--- config.mk ---
export PLATFORM = sky130hd
export DESIGN_NAME = relay_frame_parser_flat
export DESIGN_NICKNAME = d
export VERILOG_FILES = /design/src/rtl/core/rfp_pkg.sv /design/src/rtl/core/rfp_feed_if.sv /design/src/rtl/core/rfp_result_if.sv /design/src/rtl/core/rfp_cfg_regs.sv /design/src/rtl/core/rfp_tracker.sv /design/src/rtl/core/relay_frame_parser.sv /design/src/flat_wrapper.sv
export SDC_FILE = /design/constraint.sdc
export NUM_CORES = 1
export LEC_CHECK = 0
export ABC_AREA = 0
export BUFFER_PORTS_ARGS = -buffer_cell sky130_fd_sc_hd__buf_2
export CORE_ASPECT_RATIO = 1.2
export CORE_MARGIN = 4
export CORE_UTILIZATION = 30
export CTS_CLUSTER_SIZE = 14
export DETAILED_ROUTE_END_ITERATION = 6
export PLACE_DENSITY_LB_ADDON = 0.1
export REMOVE_ABC_BUFFERS = 1
export SETUP_SLACK_MARGIN = 0.05
export SLEW_MARGIN = 30
export SYNTH_ARGS = -nofsm -noshare
export SYNTH_HDL_FRONTEND = slang
export SYNTH_SLANG_ARGS = --single-unit
--- constraint.sdc ---
create_clock -name clk -period 6.3 [get_ports clk]
set_input_delay 0.63 -clock clk [delete_from_list [all_inputs] [get_ports clk]]
set_output_delay 0.63 -clock clk [all_outputs]
set_load 0.005 [all_outputs]
--- src/rtl/core/rfp_pkg.sv ---
// Types and constants of the relay frame parser.
package rfp_pkg;

	localparam int unsigned PAYLOAD_LIMIT = 16 * 1024 * 1024;

	typedef enum logic [1:0] {
		REG_FRAME_VERSION = 2'd0,
		REG_MAX_TYPE      = 2'd1,
		REG_MAX_STATUS    = 2'd2,
		REG_MAX_PAYLOAD   = 2'd3
	} reg_index_t;

	typedef enum logic [3:0] {
		PH_VERSION    = 4'd0,
		PH_TYPE       = 4'd1,
		PH_STATUS     = 4'd2,
		PH_LEN_A      = 4'd3,
		PH_STR_A      = 4'd4,
		PH_LEN_B      = 4'd5,
		PH_STR_B      = 4'd6,
		PH_LEN_C      = 4'd7,
		PH_STR_C      = 4'd8,
		PH_ID         = 4'd9,
		PH_EXPIRY     = 4'd10,
		PH_DURATION   = 4'd11,
		PH_DATA_LIMIT = 4'd12,
		PH_PAY_LEN    = 4'd13,
		PH_PAYLOAD    = 4'd14,
		PH_IGNORE     = 4'd15
	} phase_t;

	typedef enum logic [2:0] {
		ST_OK          = 3'd0,
		ST_BAD_VERSION = 3'd1,
		ST_BAD_TYPE    = 3'd2,
		ST_BAD_LENGTH  = 3'd3,
		ST_TRUNCATED   = 3'd4
	} status_t;

	typedef struct packed {
		logic [7:0]  frame_version;
		logic [7:0]  max_type;
		logic [7:0]  max_status;
		logic [24:0] max_payload;
	} cfg_t;

	typedef struct packed {
		logic [3:0]         field_kind;
		logic [23:0]        byte_offset;
		logic [7:0]         byte_out;
		logic signed [63:0] field_value;
		logic               value_valid;
		logic               frame_end;
		logic [2:0]         frame_status;
	} res_t;

endpackage

--- src/rtl/core/rfp_feed_if.sv ---
// Input channel: one frame byte per word.
interface rfp_feed_if;
	logic       valid;
	logic       ready;
	logic [7:0] data_byte;
	logic       last;

	modport source (output valid, output data_byte, output last, input ready);
	modport sink (input valid, input data_byte, input last, output ready);
endinterface

--- src/rtl/core/rfp_result_if.sv ---
// Result channel: field annotation of one frame byte per word.
interface rfp_result_if;
	logic               valid;
	logic               ready;
	logic [3:0]         field_kind;
	logic [23:0]        byte_offset;
	logic [7:0]         byte_out;
	logic signed [63:0] field_value;
	logic               value_valid;
	logic               frame_end;
	logic [2:0]         frame_status;

	modport source (output valid, output field_kind, output byte_offset, output byte_out,
		output field_value, output value_valid, output frame_end, output frame_status,
		input ready);
	modport sink (input valid, input field_kind, input byte_offset, input byte_out,
		input field_value, input value_valid, input frame_end, input frame_status,
		output ready);
endinterface

--- src/rtl/core/rfp_cfg_regs.sv ---
// Configuration registers of the relay frame parser.
module rfp_cfg_regs (
	input  logic          clk,
	input  logic          arst_n,
	input  logic          cfg_we,
	input  logic [1:0]    cfg_index,
	input  logic [24:0]   cfg_data,
	output rfp_pkg::cfg_t cfg
);

	rfp_pkg::cfg_t cfg_q;

	always_ff @(posedge clk or negedge arst_n) begin
		if (!arst_n) begin
			cfg_q.frame_version <= 8'd1;
			cfg_q.max_type      <= 8'd5;
			cfg_q.max_status    <= 8'd8;
			cfg_q.max_payload   <= 25'(rfp_pkg::PAYLOAD_LIMIT);
		end else if (cfg_we) begin
			unique case (rfp_pkg::reg_index_t'(cfg_index))
				rfp_pkg::REG_FRAME_VERSION: cfg_q.frame_version <= cfg_data[7:0];
				rfp_pkg::REG_MAX_TYPE:      cfg_q.max_type      <= cfg_data[7:0];
				rfp_pkg::REG_MAX_STATUS:    cfg_q.max_status    <= cfg_data[7:0];
				rfp_pkg::REG_MAX_PAYLOAD:   cfg_q.max_payload   <= cfg_data;
				default: ;
			endcase
		end
	end

	assign cfg = cfg_q;

endmodule

--- src/rtl/core/rfp_tracker.sv ---
// Frame layout tracker: field state, value assembly and checks for one byte.
module rfp_tracker #(
	parameter int CONN_ID_BYTES = 16
) (
	input  logic          clk,
	input  logic          arst_n,
	input  logic          step,
	input  logic [7:0]    data_byte,
	input  logic          last,
	input  rfp_pkg::cfg_t cfg,
	output rfp_pkg::res_t res
);

	localparam logic [23:0] ID_LAST = 24'(CONN_ID_BYTES - 1);

	rfp_pkg::phase_t  phase_q, phase_n, phase_d;
	rfp_pkg::status_t err_q, err_n, err_d;
	logic [23:0] off_q, off_d, off_inc;
	logic [24:0] flen_q, flen_d;
	logic [63:0] acc_q, acc_d, acc_new;
	logic [7:0]  type_q, type_d;
	logic        num_done, enter;
	logic [31:0] raw_len;

	assign acc_new = acc_q | ({56'd0, data_byte} << {off_q[2:0], 3'b000});
	assign off_inc = off_q + 24'd1;
	assign raw_len = acc_new[31:0];

	always_comb begin
		case (phase_q)
			rfp_pkg::PH_LEN_A, rfp_pkg::PH_LEN_B, rfp_pkg::PH_LEN_C:
				num_done = (off_q[2:0] == 3'd1);
			rfp_pkg::PH_DURATION, rfp_pkg::PH_PAY_LEN:
				num_done = (off_q[2:0] == 3'd3);
			rfp_pkg::PH_EXPIRY, rfp_pkg::PH_DATA_LIMIT:
				num_done = (off_q[2:0] == 3'd7);
			default:
				num_done = 1'b0;
		endcase
	end

	// next state
	always_comb begin
		phase_n = phase_q;
		err_n   = err_q;
		flen_d  = flen_q;
		type_d  = type_q;
		off_d   = off_q;
		acc_d   = acc_q;
		enter   = 1'b0;
		unique case (phase_q)
			rfp_pkg::PH_VERSION: begin
				enter = 1'b1;
				if (data_byte != cfg.frame_version) begin
					err_n   = rfp_pkg::ST_BAD_VERSION;
					phase_n = rfp_pkg::PH_IGNORE;
				end else begin
					phase_n = rfp_pkg::PH_TYPE;
				end
			end
			rfp_pkg::PH_TYPE: begin
				enter   = 1'b1;
				type_d  = data_byte;
				phase_n = rfp_pkg::PH_STATUS;
			end
			rfp_pkg::PH_STATUS: begin
				enter = 1'b1;
				if (type_q == 8'd0 || type_q > cfg.max_type || data_byte > cfg.max_status) begin
					err_n   = rfp_pkg::ST_BAD_TYPE;
					phase_n = rfp_pkg::PH_IGNORE;
				end else begin
					phase_n = rfp_pkg::PH_LEN_A;
				end
			end
			rfp_pkg::PH_LEN_A, rfp_pkg::PH_LEN_B, rfp_pkg::PH_LEN_C: begin
				if (num_done) begin
					enter  = 1'b1;
					flen_d = {9'd0, acc_new[15:0]};
					if (acc_new[15:0] != 16'd0) begin
						phase_n = rfp_pkg::phase_t'(phase_q + 4'd1);
					end else begin
						phase_n = rfp_pkg::phase_t'(phase_q + 4'd2);
					end
				end else begin
					off_d = off_inc;
					acc_d = acc_new;
				end
			end
			rfp_pkg::PH_EXPIRY, rfp_pkg::PH_DURATION, rfp_pkg::PH_DATA_LIMIT: begin
				if (num_done) begin
					enter   = 1'b1;
					phase_n = rfp_pkg::phase_t'(phase_q + 4'd1);
				end else begin
					off_d = off_inc;
					acc_d = acc_new;
				end
			end
			rfp_pkg::PH_PAY_LEN: begin
				if (num_done) begin
					enter = 1'b1;
					if (raw_len[31] || raw_len > {7'd0, cfg.max_payload}) begin
						err_n   = rfp_pkg::ST_BAD_LENGTH;
						phase_n = rfp_pkg::PH_IGNORE;
					end else if (raw_len == 32'd0) begin
						phase_n = rfp_pkg::PH_IGNORE;
					end else begin
						flen_d  = raw_len[24:0];
						phase_n = rfp_pkg::PH_PAYLOAD;
					end
				end else begin
					off_d = off_inc;
					acc_d = acc_new;
				end
			end
			rfp_pkg::PH_STR_A, rfp_pkg::PH_STR_B, rfp_pkg::PH_STR_C, rfp_pkg::PH_PAYLOAD: begin
				off_d = off_inc;
				if (flen_q != 25'd0) begin
					flen_d = flen_q - 25'd1;
				end
				if (flen_q <= 25'd1) begin
					enter = 1'b1;
					if (phase_q == rfp_pkg::PH_PAYLOAD) begin
						phase_n = rfp_pkg::PH_IGNORE;
					end else begin
						phase_n = rfp_pkg::phase_t'(phase_q + 4'd1);
					end
				end
			end
			rfp_pkg::PH_ID: begin
				if (off_q == ID_LAST) begin
					enter   = 1'b1;
					phase_n = rfp_pkg::PH_EXPIRY;
				end else begin
					off_d = off_inc;
				end
			end
			rfp_pkg::PH_IGNORE: ;
			default: ;
		endcase
		if (enter) begin
			off_d = 24'd0;
			acc_d = 64'd0;
		end
		phase_d = phase_n;
		err_d   = err_n;
		if (last) begin
			phase_d = rfp_pkg::PH_VERSION;
			err_d   = rfp_pkg::ST_OK;
			off_d   = 24'd0;
			flen_d  = 25'd0;
			acc_d   = 64'd0;
			type_d  = 8'd0;
		end
	end

	// result word
	always_comb begin
		res.field_kind  = phase_q;
		res.byte_offset = (phase_q == rfp_pkg::PH_IGNORE) ? 24'd0 : off_q;
		res.byte_out    = data_byte;
		res.value_valid = num_done;
		res.field_value = 64'sd0;
		if (num_done) begin
			case (phase_q)
				rfp_pkg::PH_LEN_A, rfp_pkg::PH_LEN_B, rfp_pkg::PH_LEN_C:
					res.field_value = {48'd0, acc_new[15:0]};
				rfp_pkg::PH_DURATION, rfp_pkg::PH_PAY_LEN:
					res.field_value = {{32{acc_new[31]}}, acc_new[31:0]};
				default:
					res.field_value = acc_new;
			endcase
		end
		res.frame_end    = last;
		res.frame_status = rfp_pkg::ST_OK;
		if (last) begin
			if (err_n != rfp_pkg::ST_OK) begin
				res.frame_status = err_n;
			end else if (phase_n != rfp_pkg::PH_IGNORE) begin
				res.frame_status = rfp_pkg::ST_TRUNCATED;
			end
		end
	end

	always_ff @(posedge clk or negedge arst_n) begin
		if (!arst_n) begin
			phase_q <= rfp_pkg::PH_VERSION;
			err_q   <= rfp_pkg::ST_OK;
			off_q   <= 24'd0;
			flen_q  <= 25'd0;
			acc_q   <= 64'd0;
			type_q  <= 8'd0;
		end else if (step) begin
			phase_q <= phase_d;
			err_q   <= err_d;
			off_q   <= off_d;
			flen_q  <= flen_d;
			acc_q   <= acc_d;
			type_q  <= type_d;
		end
	end

endmodule

--- src/rtl/core/relay_frame_parser.sv ---
// Top level of the relay frame parser.
// Usage:
//   feed carries one raw frame byte per word, with last set on the buffer's
//   final byte. result returns one word per accepted byte, in order: the
//   field kind, the offset within the field, the byte, the little-endian
//   value when a length or numeric field completes, and on the final byte
//   the frame verdict in frame_status.
//   An accepted byte is taken into the input register, which feeds the
//   layout tracker; the tracker's word lands in the result register.
//   Throughput is one byte per cycle while result is not stalled; the
//   tracker updates its state as each word moves from the input register
//   into the result register.
//   While result is stalled, one more byte is taken into the input register;
//   after that feed.ready drops until the result word is taken.
//   Reset empties both registers, restores the register defaults and puts
//   the tracker at the start of a frame. The byte after a final byte opens
//   a new frame. cfg_we writes register cfg_index with cfg_data; write only
//   while no byte is in flight.
module relay_frame_parser #(
	parameter int CONN_ID_BYTES = 16
) (
	input  logic           clk,
	input  logic           arst_n,
	rfp_feed_if.sink       feed,
	rfp_result_if.source   result,
	input  logic           cfg_we,
	input  logic [1:0]     cfg_index,
	input  logic [24:0]    cfg_data
);

	rfp_pkg::cfg_t cfg;
	rfp_pkg::res_t res_c, res_s2;
	logic       valid_s1, valid_s2;
	logic [7:0] byte_s1;
	logic       last_s1;
	logic       advance;

	assign advance    = valid_s1 && (!valid_s2 || result.ready);
	assign feed.ready = !valid_s1 || advance;

	always_ff @(posedge clk or negedge arst_n) begin
		if (!arst_n) begin
			valid_s1 <= 1'b0;
			valid_s2 <= 1'b0;
		end else begin
			if (feed.ready) begin
				valid_s1 <= feed.valid;
			end
			if (advance) begin
				valid_s2 <= 1'b1;
			end else if (result.ready) begin
				valid_s2 <= 1'b0;
			end
		end
	end

	always_ff @(posedge clk) begin
		if (feed.valid && feed.ready) begin
			byte_s1 <= feed.data_byte;
			last_s1 <= feed.last;
		end
		if (advance) begin
			res_s2 <= res_c;
		end
	end

	rfp_cfg_regs u_cfg (
		.clk       (clk),
		.arst_n    (arst_n),
		.cfg_we    (cfg_we),
		.cfg_index (cfg_index),
		.cfg_data  (cfg_data),
		.cfg       (cfg)
	);

	rfp_tracker #(
		.CONN_ID_BYTES (CONN_ID_BYTES)
	) u_tracker (
		.clk       (clk),
		.arst_n    (arst_n),
		.step      (advance),
		.data_byte (byte_s1),
		.last      (last_s1),
		.cfg       (cfg),
		.res       (res_c)
	);

	assign result.valid        = valid_s2;
	assign result.field_kind   = res_s2.field_kind;
	assign result.byte_offset  = res_s2.byte_offset;
	assign result.byte_out     = res_s2.byte_out;
	assign result.field_value  = res_s2.field_value;
	assign result.value_valid  = res_s2.value_valid;
	assign result.frame_end    = res_s2.frame_end;
	assign result.frame_status = res_s2.frame_status;

endmodule

--- src/flat_wrapper.sv ---
// flat-port wrapper written by rule: the top's interface ports become plain ports
module relay_frame_parser_flat 
#(
	parameter int CONN_ID_BYTES = 16
)
  (clk, arst_n, cfg_we, cfg_index, cfg_data, feed_valid, feed_data_byte, feed_last, feed_ready, result_valid, result_field_kind, result_byte_offset, result_byte_out, result_field_value, result_value_valid, result_frame_end, result_frame_status, result_ready);
  rfp_feed_if feed_i ();
  rfp_result_if result_i ();
  input  logic clk;
  input  logic arst_n;
  input  logic cfg_we;
  input  logic [1:0] cfg_index;
  input  logic [24:0] cfg_data;
  input wire logic [$bits(feed_i.valid)-1:0] feed_valid;
  input wire logic [$bits(feed_i.data_byte)-1:0] feed_data_byte;
  input wire logic [$bits(feed_i.last)-1:0] feed_last;
  output wire logic [$bits(feed_i.ready)-1:0] feed_ready;
  output wire logic [$bits(result_i.valid)-1:0] result_valid;
  output wire logic [$bits(result_i.field_kind)-1:0] result_field_kind;
  output wire logic [$bits(result_i.byte_offset)-1:0] result_byte_offset;
  output wire logic [$bits(result_i.byte_out)-1:0] result_byte_out;
  output wire logic [$bits(result_i.field_value)-1:0] result_field_value;
  output wire logic [$bits(result_i.value_valid)-1:0] result_value_valid;
  output wire logic [$bits(result_i.frame_end)-1:0] result_frame_end;
  output wire logic [$bits(result_i.frame_status)-1:0] result_frame_status;
  input wire logic [$bits(result_i.ready)-1:0] result_ready;
  assign feed_i.valid = feed_valid;
  assign feed_i.data_byte = feed_data_byte;
  assign feed_i.last = feed_last;
  assign feed_ready = feed_i.ready;
  assign result_valid = result_i.valid;
  assign result_field_kind = result_i.field_kind;
  assign result_byte_offset = result_i.byte_offset;
  assign result_byte_out = result_i.byte_out;
  assign result_field_value = result_i.field_value;
  assign result_value_valid = result_i.value_valid;
  assign result_frame_end = result_i.frame_end;
  assign result_frame_status = result_i.frame_status;
  assign result_i.ready = result_ready;
  relay_frame_parser #(.CONN_ID_BYTES(CONN_ID_BYTES)) u_core (.clk(clk), .arst_n(arst_n), .feed(feed_i), .result(result_i), .cfg_we(cfg_we), .cfg_index(cfg_index), .cfg_data(cfg_data));
endmodule
== After elaboration in Yosys (flattened, before gate mapping) ==
Index checks and enable logic that the tools add are counted.
Storage, ports and cells
  register bits after elaboration: 293
  bits of input ports: 41
  output and inout port bits: 107
  logic and storage cells: 146
Cells by class
  $add $sub $neg: 4
  $lt $le $gt $ge: 4
  equality and inequality tests: 32
  shifts and indexed selects: 1
  multiplexer cells: 47
  bitwise logic cells: 1
  reduce and logical (&&, ||, !) cells: 36
Operator list (number)
  64-bit two-way mux: 4
  25-bit two-way mux: 6
  64-bit one-hot mux with 2 select lines: 1
  24-bit two-way mux: 4
  25-bit one-hot mux with 3 select lines: 1
  24-bit one-hot mux with 3 select lines: 1
  64-bit OR: 1
  8-bit by 6-bit left shift with 64-bit output: 1
  4-bit two-way mux: 10
  4-bit == test, second input constant: 8
  32-bit by 25-bit > comparator with 1-bit output: 1
  32-bit zero test: 1
  4-bit one-hot mux with 8 select lines: 1
  25-bit by 1-bit <= comparator with 1-bit output, second input constant: 1
  25-bit nonzero test: 1
  25-bit by 1-bit subtractor with 25-bit output, second input constant: 1
  24-bit by 1-bit adder with 24-bit output, second input constant: 1
  24-bit by 4-bit == test with 1-bit output, second input constant: 1
  3-bit two-way mux: 7
  4-bit by 3-bit == test with 1-bit output, second input constant: 4
  8-bit > comparator: 2
  8-bit two-way mux: 2
  16-bit nonzero test: 1
  3-bit by 2-bit inequality test with 1-bit output, second input constant: 5
  36 further kinds: 59

== Depth between registers and ports, before layout ==
Gate-level depths: netlist of run 1.
  depth after elaboration: 10
  depth in mapped cells: 16
  depth with buffers taken out: 13

== Modules after synthesis ==
A second synthesis of run 1 with hierarchy kept.
Unflattened totals
  cells, all modules: 1370
  area total of the unflattened synthesis: 14580.2 um2
By module, submodules not included
  rfp_tracker: instances 1, cells each 1144, area an instance 9187.6 um2, seq. area each 3203.1 um2
  relay_frame_parser: instances 1, cells each 122, area an instance 3527.1 um2, seq. area each 3473.3 um2
  rfp_cfg_regs: instances 1, cells each 104, area an instance 1865.5 um2, seq. area each 1232.4 um2

== Least setup slack after synthesis of run 1 ==
Ideal clock, no wire load.
  path type: input to register
  from: input result_ready
  to: register u_core.u_tracker.off_q[20]
  setup time: 134 ps
  arrival: 4662 ps
  data required time: 6166 ps
  slack: 1504 ps
  cell stages on the path: 10
  path buffers: 1
  cells stage by stage: nand2b_1 nand2_1 clkinv_1 o2111a_1 buf_2 o21ba_4 nor3b_4 and2_1 xnor2_1 nor2_1
Between the ends
  word-level cells in the longest chain between the ends: 3
RTL lines
  start, declared: line flat_wrapper.sv:26  | input wire logic [$bits(result_i.ready)-1:0] result_ready;
  1-bit logical OR: line relay_frame_parser.sv:38  | assign advance = valid_s1 && (!valid_s2 || result.ready);
  1-bit logical AND: line relay_frame_parser.sv:38
  via u_core.advance: line relay_frame_parser.sv:36  | logic advance;
  4-bit AND reduction (no line)
  end signal, assigned: line rfp_tracker.sv:188  | off_q <= 24'd0;
  end signal, assigned: line rfp_tracker.sv:195  | off_q <= off_d;
  end, declared: line rfp_tracker.sv:18  | logic [23:0] off_q, off_d, off_inc;
The timed path passes the listed nets, and every way through them passes these cells.
A chain may end at the register's enable or synchronous reset.

== Worst setup path after layout of run 1 ==
  from: register u_core.u_tracker.off_q[0]
  to: register u_core.u_tracker.flen_q[3]
Between the ends
  elaborated cells on any way between the ends: 20
  classes of those cells: order compare: 1; eq/ne: 7; shift: 1; mux: 7; bitwise: 1; reduce/logical: 3
RTL lines
  8-bit by 6-bit left shift with 64-bit output *: line rfp_tracker.sv:25  | assign acc_new = acc_q | ({56'd0, data_byte} << {off_q[2:0], 3'b000});
  64-bit OR *: line rfp_tracker.sv:25
  via u_core.u_tracker.acc_new[14]: line rfp_tracker.sv:20  | logic [63:0] acc_q, acc_d, acc_new;
  32-bit by 25-bit > comparator with 1-bit output: line rfp_tracker.sv:101  | if (raw_len[31] || raw_len > {7'd0, cfg.max_payload}) begin
  1-bit logical OR: line rfp_tracker.sv:101
  3-bit by 2-bit inequality test with 1-bit output (no line)
  7-bit AND reduction (no line) *
  end signal, assigned: line rfp_tracker.sv:196  | flen_q <= flen_d;
  end, declared: line rfp_tracker.sv:19  | logic [24:0] flen_q, flen_d;
Mark *: on every way through the listed nets, which the timed path passes. The rest lies on a longest branch. The select of a mux whose other input is x is not followed.

==> results of run 1 <==
==> cell usage in the layout (no fill, tap or decap), types with 13 or more instances in the layout <==
cell type / synthesis / final
a21o_1: 16 / 16
a21oi_1: 130 / 127
a22o_1: 23 / 23
and2_1: 33 / 33
and3_1: 31 / 31
buf_2: 7 / 146
buf_4: 0 / 33
clkbuf_16: 0 / 38
dfrtp_1: 174 / 174
edfxtp_1: 114 / 114
ha_1: 49 / 49
inv_1: 78 / 78
mux2_2: 51 / 51
nand2_1: 109 / 108
nand3_1: 29 / 29
nand4_1: 21 / 21
nor2_1: 126 / 125
nor2b_1: 17 / 17
nor3_1: 13 / 13
nor4_1: 20 / 20
o21ai_0: 68 / 68
o21ai_1: 28 / 28
xor2_1: 30 / 30
==> cell families (layout without fill, tap and decap cells) <==
family          after synthesis  after routing
mux                          58             58
flops                       293            293
compound gates              327            327
fa+ha+maj                    49             49
simple gates                451            451
buf+inv                     151            328
xor+xnor                     41             41
==> power by group through the flow <==
stage,Sequential (W),Clock [W],Combinational (W)
floorplan,0.00239,0,0.00127
global placement,0.00243,0,0.00201
detailed placement,0.00243,0,0.00201
CTS,0.00239,0.00209,0.00202
global route,0.00242,0.00217,0.00222
finish,0.00239,0.00202,0.00201
==> final cells by class <==
cell class / count / area [sq um] / area share, %
clock buffers: 48 / 1010 / 5.91
clock inverters: 18 / 130 / 0.763
inverters: 80 / 303 / 1.77
multi-input cells: 926 / 5920 / 34.7
flip-flops and latches: 293 / 7910 / 46.4
well taps: 623 / 779 / 4.57
repair buffers: 182 / 1010 / 5.93
==> worst max path at each step <==
| stage | start | endpoint | slack, ns | cells past startpoint |
|---|---|---|---|---|
| floorplan | result_ready | u_core.u_tracker.acc_q[31]$_DFFE_PN0P_ | 1.14 | 6 |
| global placement | u_core.byte_s1[4]$_DFFE_PP_ | u_core.u_tracker.flen_q[8]$_DFFE_PN0P_ | 1.44 | 12 |
| detailed placement | u_core.byte_s1[4]$_DFFE_PP_ | u_core.u_tracker.flen_q[10]$_DFFE_PN0P_ | 1.37 | 12 |
| CTS | u_core.byte_s1[4]$_DFFE_PP_ | u_core.u_tracker.flen_q[3]$_DFFE_PN0P_ | 1.33 | 12 |
| global route | u_core.u_tracker.off_q[0]$_DFFE_PN0P_ | u_core.u_tracker.flen_q[3]$_DFFE_PN0P_ | 1.47 | 13 |
| finish | u_core.u_tracker.off_q[0]$_DFFE_PN0P_ | u_core.u_tracker.flen_q[3]$_DFFE_PN0P_ | 1.71 | 13 |
==> routing by layer <==
metal  wire [um]  global-route usage [%]  share of wire, %
met2       21100                    28.4                47
met1       20300                    23.0                46
met3        1810                    3.07               4.1
met4        1360                    5.60               3.0
met5           0                       0                 0
==> synth_stat cells, types with 17 or more instances <==
library cell  instances  area, sq um
and2_1               33          206
nand3_1              29          145
and3_1               31          194
edfxtp_1            114         3420
inv_1                78          293
nor2_1              126          473
clkbuf_1             59          221
a22o_1               23          201
o21ai_1              28          140
mux2_2               51          574
nor4_1               20          125
ha_1                 49          613
nand4_1              21          131
dfrtp_1             174         4350
o21ai_0              68          340
a21oi_1             130          651
nand2_1             109          409
nor2b_1              17          106
xor2_1               30          263
==> per-stage QoR <==
stage,std cells,power [W],area (sq um)
2_1_floorplan,1299,0.00367,14100
3_3_place_gp,2104,0.00443,15900
3_5_place_dp,2104,0.00444,15900
4_1_cts,2170,0.00651,17100
5_1_grt,2170,0.00681,17100
6_report,2170,0.00642,17100
==> state kept, by name, indices dropped and copies added, names as in the netlist <==
signal                      count
u_core.byte_s1                  8
u_core.last_s1                  1
u_core.result.byte_offset      24
u_core.result.byte_out          8
u_core.result.field_kind        4
u_core.result.field_value      64
u_core.result.frame_end         1
u_core.result.frame_status      3
u_core.result.valid             1
u_core.result.value_valid       1
u_core.u_cfg.cfg               49
u_core.u_tracker.acc_q         64
u_core.u_tracker.err_q          3
u_core.u_tracker.flen_q        25
u_core.u_tracker.off_q         24
u_core.u_tracker.phase_q        4
u_core.u_tracker.type_q         8
u_core.valid_s1                 1
==> impl_metrics.yaml, run 1 <==
clock_tree:
  cts.clk_slew.worst_paths_ns: 0.06
  ctsResizeCount: 0
  cts_hold_buf: 0
  cts_buffers: 36
  tritoncts: "built"
  htreeDepth: 2
  clock_latency_ns: 0.55
  clockBufferDepth: 3
  cts_root_buf: "clkbuf_16"
  post-cts-setup-buffers: 0
  clock-sinks: 293
place:
  place_congestion: 0.815
  dp_hpwl_um: 30100
  dpl_worst_slack_ns: 1.37
  portBuffers: 147
floorplan:
  row_count: 87
  die-area_sq_um: 51500
  core_sq_um: 47200
  die_w_um: 208
  io_pins: 148
  fp.dieH_um: 248
  start_util_pct: 30.4
setup_path:
  rrSetupSlack_ns: 1.71
  cpLargestDelayFamily: "compound AO/OA/AOI/OAI gates"
  critPathKind: "flop to flop"
  cp-end-kind: "flop"
  reg2reg_depth: 13
  path_max_fanout: 32
  r2r-end: "u_core.u_tracker.flen_q[3]$_DFFE_PN0P_"
  critPathSlowestCell: "nor4_1"
  arrival_ns: 5.00
  critPathLaunchType: "flop"
  r2r_start: "u_core.u_tracker.off_q[0]$_DFFE_PN0P_"
  cpPeakStageDelay_ns: 0.66
  crit_chain: "nor2b_1 -> buf_4 -> a21oi_1 -> inv_1 -> ha_1 -> nand4_1 -> nor4_1 -> nor2b_1 -> a211o_1 -> o21bai_1 -> a21oi_2 -> buf_4 -> mux2_2"
  required_ns: 6.71
  crit_buf_inv: 3
power:
  sw_frac_of_total_pct: 36.1
  clkPwrFrac_pct: 31.4
  seq_power_share_pct: 37.3
  p_per_area_nw_per_um2: 376
  power_frac_comb_pct: 31.3
  switching_power_w: 0.00232
  ir_drop_mv: 0.158
  p_int_w: 0.00410
  p_leak_nw: 7.63
logic_synthesis:
  syn_area_per_cell_sq_um: 10.5
  synth_cells: 1370
  synth_top_family_by_area: "simple AND/OR/NAND/NOR gates"
  post_synth_num_cell_types: 72
  synth-compound-area-share_pct: 13.8
  synth_edf_count: 114
  synth_flop_cell: "dfrtp_1"
  async_reset_ff_share_pct: 61.1
  synth-simple-area-share_pct: 15.9
  synth_fa_ha_area_share_pct: 4.26
  yosysWarnings: 0
  yosys.area_share.xor_xnor_pct: 2.50
  yosysSeqAreaShare_pct: 55.0
  synthMuxAreaShare_pct: 4.54
  syn_area_sq_um: 14400
  yosys_register_bits: 293
final_layout:
  drive_gt1_share_pct: 20.2
  fillCellCount: 4826
  finalNetCount: 1609
  syn_to_final_growth_pct: 18.6
  num_antenna_cells: 0
  final_util_pct: 36.1
global_route:
  grt_pass1_vias: 11280
  globalRoute.totalOverflow: 0
  track_usage_pct: 17.2
  grt_max_degree: 66
  antenna_found_initial: 0
  grt_pass1_wl_um: 69700
detailed_routing:
  vias: 10885
  postRouteAntennaNets: 0
  dr.pass1.iters: 5
  post-route-drc-count: 0
  wl_per_cell_um: 20.5
  routed_via_density: 5.02
  drtIter0Drc: 636
  finalWirelength_um: 44600
timing:
  hold_viol: 0
  period_share_pct: 72.8
  setup_tns_ns: 0
  hold_ws_ns: 0.0411
  worst_pin_slew_ns: 0.873
  rsz0062_at_grt: "false"
  fmax_mhz: 218
  setup_ws_ns: 1.71
  slew_headroom_pct: 41.6
  slew_viol_final: 0
  setup_viol: 0
  skew_ns: 0.0290
  fin_crit_ns: 4.59
run_status:
  outcome: "completed"
job:
  max-cap-violations: 0
worst_hold_path:
  hold_path.class: "primary input to asynchronous set/reset pin"
No activity file was read; power rests on OpenSTA's default activity.
==> run 2, diff against run 1 <==
Clock period 6.3 ns to 3.82 ns, I/O delays scaled along.
==> impl_metrics.yaml, run 2 (synthesis gave the netlist of run 1 again) <==
floorplan:
  io_pins: 148
  die-area_sq_um: 51500
  start_util_pct: 30.4
  row_count: 87
  fp.dieH_um: 248
  die_w_um: 208
  core_sq_um: 47200
clock_tree:
  cts_root_buf: "clkbuf_16"
  tritoncts: "built"
  cts.clk_slew.worst_paths_ns: 0.06
  clock_latency_ns: 0.55
  clock-sinks: 293
  htreeDepth: 2
  cts_buffers: 36
  clockBufferDepth: 3
timing:
  fin_crit_ns: 3.66
  worst_pin_slew_ns: 0.867
  period_share_pct: 95.8
  hold_viol: 0
  skew_ns: 0.0237
  hold_ws_ns: 0.0421
  setup_ws_ns: 0.160
  setup_viol: 0
  slew_viol_final: 0
  rsz0062_at_grt: "false"
  fmax_mhz: 273
  slew_headroom_pct: 42.2
final_layout:
  syn_to_final_growth_pct: 22.7
  layout_commonest_cell: "dfrtp_1"
  layout_common_cells: "dfrtp_1 (173), buf_2 (146), nor2_1 (125), a21oi_1 (120), edfxtp_1 (114)"
  finalNetCount: 1662
  num_antenna_cells: 0
  drive_gt1_share_pct: 23.8
  final_util_pct: 37.3
power:
  total_power_w: 0.0110
  p_leak_nw: 7.94
  ir_drop_mv: 0.277
  p_per_area_nw_per_um2: 622
worst_hold_path:
  hold_path.class: "primary input to flop"
  min_from: "feed_last"
global_route:
  grt_max_degree: 79
  antenna_found_initial: 0
  grt_pass1_wl_um: 69900
  grt_pass1_vias: 11364
  track_usage_pct: 17.4
  globalRoute.totalOverflow: 0
detailed_routing:
  wl_per_cell_um: 20.5
  finalWirelength_um: 45500
  postRouteAntennaNets: 0
  post-route-drc-count: 0
  routed_via_density: 5.00
  drtIter0Drc: 659
  vias: 11126
  dr.pass1.iters: 5
setup_path:
  reg2reg_depth: 13
  r2r-end: "u_core.u_tracker.flen_q[8]$_DFFE_PN0P_"
  setup.worst_path.end: "u_core.u_tracker.flen_q[8]$_DFFE_PN0P_"
  worst_path_most_repeated_cell: "a21oi_1"
  critPathSlowestCell: "dfrtp_2"
  crit_path_start: "u_core.u_tracker.off_q[2]$_DFFE_PN0P_"
  crit_chain: "nor2b_1 -> buf_4 -> a21oi_1 -> inv_1 -> ha_1 -> a21oi_1 -> a2111oi_0 -> or4_4 -> a211o_4 -> o21bai_2 -> a21oi_4 -> buf_12 -> mux2_2"
  r2r_start: "u_core.u_tracker.off_q[2]$_DFFE_PN0P_"
  required_ns: 4.25
  rrSetupSlack_ns: 0.16
  cpPeakStageDelay_ns: 0.49
  arrival_ns: 4.09
  path_max_fanout: 9
  cp-end-kind: "flop"
  critPathLaunchType: "flop"
  critPathKind: "flop to flop"
place:
  dpl_worst_slack_ns: 0.0621
  place_congestion: 0.853
  portBuffers: 147
  dp_hpwl_um: 31800
job:
  max-cap-violations: 0
run_status:
  outcome: "completed"
[run 2: worst min-delay path by stage]
stage | to | slack, ns | depth (start not counted)
after detailed placement | u_core.u_tracker.acc_q[24]$_DFFE_PN0P_ | 0.48 | 2
after global placement | u_core.u_tracker.acc_q[55]$_DFFE_PN0P_ | 0.47 | 2
after global routing | u_core.last_s1$_DFFE_PP_ | 0.01 | 1
after CTS | u_core.last_s1$_DFFE_PP_ | 0.003 | 1
final | u_core.last_s1$_DFFE_PP_ | 0.04 | 1
after floorplan | u_core.result.valid$_DFFE_PN0P_ | 0.09 | 0
[run 2: area by class of cell]
type | instances | area [sq um]
sequential | 293 | 7910
tap | 623 | 779
clock inverter | 14 | 180
inverter | 80 | 303
clock buffer | 52 | 992
fill | 4791 | 29600
timing repair buffer | 235 | 1470
multi-input combinational | 926 | 6010
[run 2: critical path: cells and delay by family (launching register included)]
kind | cells | cell delay (ns)
AO/OA/AOI/OAI | 6 | 1.23
adder cells (fa/ha/maj) | 1 | 0.26
buffers and inverters | 3 | 0.46
flip-flops | 1 | 0.49
multiplexers | 1 | 0.32
AND/OR/NAND/NOR | 2 | 0.78
[run 2: timing repair]
action | 4_1_cts | 5_1_grt
endpoints found under the setup margin | 5 | 17
hold endpoints to repair | 71 | 0
hold buffers | 1 | 0
gates cloned | 0 | 2
pin swaps | 0 | 2
setup buffers | 0 | 1
resized for setup | 1 | 21
[run 2: stage by stage]
step / std cells / TNS (ns) / cell area, sq um
floorplan: 1299 / -113.98 / 14100
global placement: 2153 / 0 / 16300
detailed placement: 2153 / 0 / 16300
CTS: 2220 / 0 / 17500
global route: 2223 / 0 / 17600
finish: 2223 / 0 / 17600
[run 2: power breakdown]
| part | switching [W] | internal (W) | leakage (nW) |
|---|---|---|---|
| Clock | 0.00136 | 0.00209 | 0.566 |
| Sequential | 0.000264 | 0.00364 | 3.50 |
| Combinational | 0.00225 | 0.00138 | 3.87 |
| Total | 0.00387 | 0.00711 | 7.94 |
[run 2: routing by layer]
metal | up-vias | track usage [%] | wire length (um)
met4 | 0 | 5.51 | 1380
li1 | 5318 | - | -
met5 | - | 0 | 0
met3 | 75 | 2.84 | 1960
met2 | 283 | 29.7 | 22000
met1 | 5450 | 22.7 | 20100
==> run 3, diff against run 2 <==
Clock period 3.82 ns to 4.2 ns, I/O delays scaled along.
==> impl_metrics.yaml, run 3 (synthesis gave the netlist of run 1 again) <==
run_status:
  outcome: "completed"
floorplan:
  io_pins: 148
  start_util_pct: 30.4
  die-area_sq_um: 51500
  die_w_um: 208
  core_sq_um: 47200
  fp.dieH_um: 248
  row_count: 87
global_route:
  track_usage_pct: 17.6
  grt_max_degree: 88
  grt_pass1_vias: 11195
  globalRoute.totalOverflow: 0
  grt_pass1_wl_um: 71200
  antenna_found_initial: 0
detailed_routing:
  post-route-drc-count: 0
  finalWirelength_um: 45800
  dr.pass1.iters: 5
  routed_via_density: 5.03
  vias: 11076
  wl_per_cell_um: 20.8
  postRouteAntennaNets: 0
  drtIter0Drc: 707
setup_path:
  cpLargestDelayFamily: "compound AO/OA/AOI/OAI gates"
  cp-end-kind: "flop"
  crit_buf_inv: 2
  arrival_ns: 4.21
  worst_path_most_repeated_cell: "a21oi_1"
  r2r_start: "u_core.u_tracker.off_q[1]$_DFFE_PN0P_"
  critPathLaunchType: "flop"
  reg2reg_depth: 13
  crit_chain: "nor2b_2 -> a21oi_1 -> inv_1 -> ha_1 -> a21o_1 -> nand3_1 -> a21oi_1 -> or4_1 -> a211o_1 -> o21bai_1 -> a21oi_2 -> buf_12 -> mux2_2"
  rrSetupSlack_ns: 0.40
  critPathSlowestCell: "or4_1"
  crit_path_start: "u_core.u_tracker.off_q[1]$_DFFE_PN0P_"
  cp_num_cells: 13
  required_ns: 4.60
  critPathKind: "flop to flop"
  setup.worst_path.end: "u_core.u_tracker.flen_q[8]$_DFFE_PN0P_"
  cpPeakStageDelay_ns: 0.54
  r2r-end: "u_core.u_tracker.flen_q[8]$_DFFE_PN0P_"
  path_max_fanout: 32
timing:
  worst_pin_slew_ns: 0.887
  hold_viol: 0
  slew_headroom_pct: 40.6
  period_share_pct: 90.6
  slew_viol_final: 0
  fin_crit_ns: 3.80
  skew_ns: 0.0200
  setup_ws_ns: 0.396
  rsz0062_at_grt: "false"
  setup_tns_ns: 0
  fmax_mhz: 263
  setup_viol: 0
power:
  ir_drop_mv: 0.240
  p_per_area_nw_per_um2: 562
  total_power_w: 0.00974
  p_leak_nw: 7.80
place:
  portBuffers: 147
  place_congestion: 0.858
  dp_hpwl_um: 31500
  dpl_worst_slack_ns: 0.129
final_layout:
  finalNetCount: 1642
  layout_commonest_cell: "dfrtp_1"
  syn_to_final_growth_pct: 20.5
  drive_gt1_share_pct: 22.0
  num_antenna_cells: 0
  layout_common_cells: "dfrtp_1 (174), buf_2 (146), a21oi_1 (128), nor2_1 (125), edfxtp_1 (114)"
clock_tree:
  clock-sinks: 293
  cts_buffers: 35
  cts.clk_slew.worst_paths_ns: 0.06
  cts_root_buf: "clkbuf_16"
  htreeDepth: 2
  clockBufferDepth: 3
  tritoncts: "built"
  clock_latency_ns: 0.54
worst_hold_path:
  hold_path.class: "primary input to flop"
job:
  max-cap-violations: 0
[run 3: cell count changes in the layout (fill, tap and decap cells not counted), sizes merged]
cell | previous run | this run
clkinv | 6 | 12
bufinv | 4 | 2
inv | 83 | 81
buf | 232 | 214
clkbuf | 54 | 48
clkinvlp | 1 | 0
[run 3: worst register-to-register path, cell delays in order (launching register included)]
cell      delay (ns)
dfrtp_1         0.39
nor2b_2         0.44
a21oi_1         0.23
inv_1           0.14
ha_1            0.25
a21o_1          0.18
nand3_1         0.08
a21oi_1         0.06
or4_1           0.54
a211o_1         0.36
o21bai_1        0.24
a21oi_2         0.20
buf_12          0.21
mux2_2          0.36
[run 3: cell type report]
| class | count | area (sq um) |
|---|---|---|
| Fill cell | 4784 | 29900 |
| Clock inverter | 15 | 125 |
| Tap cell | 623 | 779 |
| Inverter | 80 | 303 |
| Timing Repair Buffer | 216 | 1300 |
| Clock buffer | 47 | 983 |
| Multi-Input combinational cell | 926 | 5920 |
| Sequential cell | 293 | 7910 |
[run 3: per-layer routing]
metal  GRT usage, %  wire length, um  vias up
met5              0                0        -
met4           5.28             1240        0
met3           2.81             2040       66
met2           30.0            22100      276
met1           23.4            20400     5480
li1               -                -     5254
[run 3: worst min path at each step]
stage | startpoint | end | slack (ns) | depth (start not counted)
after global routing | feed_last | u_core.last_s1$_DFFE_PP_ | 0.04 | 1
after global placement | u_core.u_tracker.acc_q[24]$_DFFE_PN0P_ | u_core.u_tracker.acc_q[24]$_DFFE_PN0P_ | 0.47 | 2
after detailed placement | u_core.u_tracker.acc_q[24]$_DFFE_PN0P_ | u_core.u_tracker.acc_q[24]$_DFFE_PN0P_ | 0.48 | 2
after CTS | feed_last | u_core.last_s1$_DFFE_PP_ | 0.03 | 1
final | feed_last | u_core.last_s1$_DFFE_PP_ | 0.06 | 1
after floorplan | arst_n | u_core.result.valid$_DFFE_PN0P_ | 0.12 | 0
[run 3: timing repair]
action	CTS	global route
resized for setup	0	2
hold buffers	1	0
setup endpoints to repair	0	16
setup buffers	0	0
endpoints found under the hold margin	1	0
[run 3: stage by stage]
| stage | instances | area (sq um) | utilization (%) | hold slack [ns] |
|---|---|---|---|---|
| floorplan | 1299 | 14100 | - | 0.124 |
| global placement | 2137 | 16200 | 34.3 | 0.468 |
| detailed placement | 2137 | 16200 | 34.3 | 0.476 |
| CTS | 2200 | 17300 | 36.7 | 0.0292 |
| global route | 2200 | 17300 | 36.7 | 0.0361 |
| finish | 2200 | 17300 | 36.7 | 0.0633 |
[run 3: power breakdown]
group | leakage, nW | total [W] | internal, W | switching, W
logic | 3.74 | 0.00318 | 0.00117 | 0.00202
registers | 3.51 | 0.00356 | 0.00331 | 0.000252
clock network | 0.552 | 0.00299 | 0.00177 | 0.00122
